### src/hdl/vcbp_pkg.sv
package vcbp_pkg;

	localparam int CFG_AW = 4;

	localparam logic [1:0] REG_SMALL  = 2'd0;
	localparam logic [1:0] REG_MEDIUM = 2'd1;
	localparam logic [1:0] REG_LARGE  = 2'd2;

	typedef enum logic [1:0] {
		FUNC_LOAD_BIN  = 2'd0,
		FUNC_LOAD_ITEM = 2'd1,
		FUNC_RUN       = 2'd2
	} func_t;

	typedef struct packed {
		logic [15:0] large_volume;
		logic [15:0] medium_volume;
		logic [15:0] small_volume;
	} cfg_t;

	typedef struct packed {
		func_t       func;
		logic [15:0] item_weight;
		logic [15:0] bin_cost;
		logic [15:0] bin_room;
		logic [15:0] bin_volume;
	} req_t;

	typedef struct packed {
		logic [15:0] volume;
		logic [15:0] room;
		logic [15:0] cost;
	} bin_t;

	typedef struct packed {
		logic [15:0]        volume;
		logic signed [23:0] room;
		logic [15:0]        cost;
	} booked_t;

	typedef struct packed {
		logic        used;
		logic [15:0] volume;
		logic [15:0] cost;
	} spare_t;

	typedef struct packed {
		logic       out_of_bins;
		logic [6:0] large_count;
		logic [6:0] medium_count;
		logic [6:0] small_count;
	} res_t;

	typedef enum logic [4:0] {
		S_IDLE,
		S_BOOK_RD,
		S_BOOK,
		S_ITEM_RD,
		S_ITEM,
		S_SUB,
		S_INS_RD,
		S_INS,
		S_INS_PUT,
		S_SP_START,
		S_SP_RD,
		S_SP_GET,
		S_SP_IRD,
		S_SP_INS,
		S_SP_PUT,
		S_SW_START,
		S_SW_RD,
		S_SW_GET,
		S_SJ_RD,
		S_SJ,
		S_SW_NEXT,
		S_DONE
	} state_t;

endpackage

### src/hdl/vcbp_cfg.sv
module vcbp_cfg (
	input  logic                clk,
	input  logic                arst_n,
	input  logic                psel,
	input  logic                penable,
	input  logic                pwrite,
	input  logic [1:0]          reg_sel,
	input  logic [31:0]         pwdata,
	output logic [31:0]         prdata,
	output logic                pready,
	output vcbp_pkg::cfg_t      cfg
);

	vcbp_pkg::cfg_t cfg_q;
	logic           wr;

	assign pready = 1'b1;
	assign wr     = psel && penable && pwrite && pready;
	assign cfg    = cfg_q;

	always_ff @(posedge clk or negedge arst_n) begin
		if (!arst_n) begin
			cfg_q <= '0;
		end else if (wr) begin
			case (reg_sel)
				vcbp_pkg::REG_SMALL:  cfg_q.small_volume  <= pwdata[15:0];
				vcbp_pkg::REG_MEDIUM: cfg_q.medium_volume <= pwdata[15:0];
				vcbp_pkg::REG_LARGE:  cfg_q.large_volume  <= pwdata[15:0];
				default: ;
			endcase
		end
	end

	always_comb begin
		case (reg_sel)
			vcbp_pkg::REG_SMALL:  prdata = {16'd0, cfg_q.small_volume};
			vcbp_pkg::REG_MEDIUM: prdata = {16'd0, cfg_q.medium_volume};
			vcbp_pkg::REG_LARGE:  prdata = {16'd0, cfg_q.large_volume};
			default:              prdata = '0;
		endcase
	end

endmodule

### config.mk
export PLATFORM = sky130hd
export DESIGN_NAME = vcbp_cfg
export DESIGN_NICKNAME = d
export VERILOG_FILES = /design/src/hdl/vcbp_pkg.sv /design/src/hdl/vcbp_cfg.sv
export SDC_FILE = /design/constraint.sdc
export NUM_CORES = 1
export LEC_CHECK = 0
export BUFFER_PORTS_ARGS = -buffer_cell sky130_fd_sc_hd__clkbuf_2
export CAP_MARGIN = 20
export CORE_ASPECT_RATIO = 0.5
export CORE_UTILIZATION = 35
export CTS_BUF_LIST = sky130_fd_sc_hd__clkbuf_8 sky130_fd_sc_hd__clkbuf_16
export CTS_CLUSTER_DIAMETER = 100
export DETAILED_ROUTE_END_ITERATION = 10
export SYNTH_ARGS = -nofsm -noshare
export SYNTH_HDL_FRONTEND = slang
export SYNTH_SLANG_ARGS = --single-unit
### constraint.sdc
create_clock -name clk -period 1.6 [get_ports clk]
set_input_delay 0.08 -clock clk [delete_from_list [all_inputs] [get_ports clk]]
set_output_delay 0.08 -clock clk [all_outputs]
set_load 0.02 [all_outputs]
==> metrics.log <==
[metrics] # fillers: between 500 and 600
[metrics] Largest register FFs: 48
[metrics] Max Freq: approximately 810 MHz
[metrics] main area contributors after synthesis: dfrtp_1 51%, mux2_2 17%, mux2i_1 6.8%, buf_4 6.4%, mux2_4 6.4%
[metrics] clock buffers created by TritonCTS: 5
[metrics] Floorplan Core Area: between 6000 and 7000 um2
[metrics] CP arrival: 1.16 ns
[metrics] Post-Layout Cell Count: between 300 and 400
[metrics] overall routed net length: roughly 5.2 mm
[metrics] setup violation total in the final timing report: 0
[metrics] count of final hold-check violations: 0
[metrics] time the worst path needs with I/O delays and setup: 1.24 ns
[metrics] number of antenna repair diodes: 0
[metrics] number of cells after detailed placement: 353
[metrics] VDD IR-drop max: 0.000436 V
[metrics] overall die width: ~120 um
[metrics] FF+latch count, synth: 48
[metrics] accumulated negative setup slack: 0 ns
[metrics] most frequent cells after synthesis: 48 x dfrtp_1, 35 x mux2_2, 20 x buf_4
[metrics] Synth area leader: dfrtp_1
[metrics] Avg Synthesized Cell Area: 13.2 um2
[metrics] unrepaired setup endpoints after global routing: false
[metrics] power density cells: approximately 1500 nW/um2
[metrics] fraction of registers with async set or reset after synthesis: between 90% and 100%
[metrics] portion of the post-synthesis area used by sequential elements: around half
[metrics] via count of the first global-routing pass: around 1,500
[metrics] number of port buffers: 86
[metrics] maximum fanout along the worst path: 3
[metrics] GRT Overall Usage: 14.4%
[metrics] first-pass GRT wire length: 7.76 mm
[metrics] clock skew after layout: 0 ns
[metrics] fin crit share: just under 80%
[metrics] Initial Utilization: between 30% and 40%
[metrics] type of the worst min-delay path: primary input to register
[metrics] depth of the CTS H-tree: 2
[metrics] number of clock sinks seen by CTS: between 40 and 50
[metrics] Clk Tree Root Cell: clkbuf_16
[metrics] post-route DRC violation count: 0
[metrics] most numerous cell in the Yosys netlist: dfrtp_1
[metrics] number of nets at the end of the flow: roughly 310
[metrics] category of the critical setup timing path: register to output port
[metrics] area growth from synthesis to layout: 29.5%
[metrics] Maximum Capacitance Violations: 0
[metrics] HPWL after detailed placement: between 3 and 4 mm
[metrics] vias: between 1,500 and 2,000
[metrics] Antenna Violating Nets Remaining: 0
[metrics] synthesis warning total: 0
[metrics] number of cells traversed by the worst register-to-register path: 1
[metrics] type of destination of the critical path: output port
[metrics] clock tree from TritonCTS: done
[metrics] die height: around 60 um
[metrics] maximum count of clock buffers along a single path: 2
[metrics] grt ovf: 0
[metrics] setup repair bufs after CTS: 0
[metrics] number of primary I/O pins: 120
[metrics] area taken by multi-input logic gates: 997 um2
[metrics] length of the first detailed-routing pass in iterations: 4
[metrics] required time reported for the critical path endpoint: about 1.5 ns
[metrics] number of vias per cell: around 4.5
[metrics] clock insertion delay at the later pin of the skew report: about 0.28 ns
[metrics] post-detailed-route wirelength per cell: 14.4 um
[metrics] number of enable flip-flop cells after synthesis: 0
[metrics] register area: about 1200 um2
[metrics] type of element launching the critical path: register
[metrics] die area: just over 7000 um2
[metrics] flop2flop setup slack: a little under 0.8 ns
[metrics] LEAKAGE: about 0.0016 uW
[metrics] Placement Rows: 20
[metrics] Post-Synthesis Cell Area: approximately 2400 um2
[metrics] instance count of the mapped netlist: roughly 180
[metrics] distinct cell type count of the synthesized netlist: 18
[metrics] initial detailed-routing violation count: 45
[metrics] number of antenna violations at the first check in global routing: 0
[metrics] fraction of synthesized cell area taken by the top area cell type: around half
[metrics] result of the run: finished, final reports clean
[metrics] Synth Flop Type: dfrtp_1
[metrics] maximum number of pins on one net before global-route repair: 25
[metrics] clock transition time at the flip-flop clock pins of the worst setup and hold paths: 0.06 ns
[metrics] worst hold path stage count: 2
[metrics] fraction of layout cells with a size suffix above 1: between 50% and 60%
[metrics] global placer's final weighted congestion: approximately 0.72
[metrics] Final Slew Violations: 0
-- path summary, 6_finish.rpt --
| check | startpoint | to |
|---|---|---|
| setup / recovery | cfg[25]$_DFFE_PN0P_ | prdata[9] |
| hold / removal | pwdata[9] | cfg[25]$_DFFE_PN0P_ |
| setup reg to reg | cfg[26]$_DFFE_PN0P_ | cfg[26]$_DFFE_PN0P_ |
| hold reg to reg | cfg[27]$_DFFE_PN0P_ | cfg[27]$_DFFE_PN0P_ |
| max in group asynchronous | arst_n | cfg[17]$_DFFE_PN0P_ |
| min in group asynchronous | arst_n | cfg[20]$_DFFE_PN0P_ |
-- worst max-delay path, cell delays in order, from the launching register on --
cell and delay (ns):
dfrtp_1 0.37, mux2i_1 0.07, o21ai_0 0.22, clkbuf_2 0.21
-- through the flow --
stage	hold WS, ns	total power, uW	worst slack [ns]	util (%)	cell area (um2)
after floorplan	-0.216	2650	0.294	-	2410
after global placement	-0.00500	3120	0.232	45.4	2850
after detailed placement	0.00108	3160	0.218	45.4	2850
after CTS	0.0483	4480	0.356	48.5	3040
after global routing	0.0501	4650	0.309	48.5	3040
final	0.0479	4430	0.360	48.5	3040
-- final cells by class --
class | instances | share of cell area, %
Clock buffer | 5 | 4.11
Clock inverter | 2 | 1.97
Multi-Input combinational cell | 118 | 32.8
Sequential cell | 48 | 39.5
Tap cell | 88 | 3.62
Timing Repair Buffer | 100 | 18.1
-- what timing repair did --
item,CTS,global route
endpoints found under the hold margin,11,0
hold buffers,1,0
gates resized for setup,0,0
setup endpoints to repair,0,0
-- report_power, final --
| group | total [uW] | internal (uW) | leakage, uW | switching, uW |
|---|---|---|---|---|
| Clock | 1300 | 886 | 0.0000899 | 417 |
| Combinational | 1410 | 574 | 0.000899 | 832 |
| Sequential | 1720 | 1500 | 0.000589 | 218 |
-- routing by layer --
metal	vias up	global-route usage [%]	routed length [um]
met5	-	0	0
met1	806	18.0	2340
li1	776	-	-
met3	4	3.82	214
met2	47	25.4	2610
met4	0	3.85	34
-- logic make-up after synthesis --
group	Yosys count	synth area share (%)
AOI/OAI and AO/OA	16	3.41
buffers and inverters	27	8.89
DFF	48	51.1
muxes	64	31.4
other	2	0.319
and+or+nand+nor	21	4.90
-- placed cells by master, fill, tap and decap left out --
cell           synthesis  layout
and2b_1                1       1
buf_12                 1       1
buf_4                 20      12
bufinv_16              0       2
clkbuf_16              0       5
clkbuf_2               0      86
conb_1                 2      17
dfrtp_1               48      48
dlygate4sd3_1          0       1
mux2_1                 3       3
mux2_2                35      35
mux2_4                10      10
mux2i_1               16      16
nand2_1               16      16
nand3_2                1       1
nor3_2                 1       1
nor3b_4                1       1
o21ai_0               16      16
or3b_1                 1       1
(Power assumes the default switching activity.)
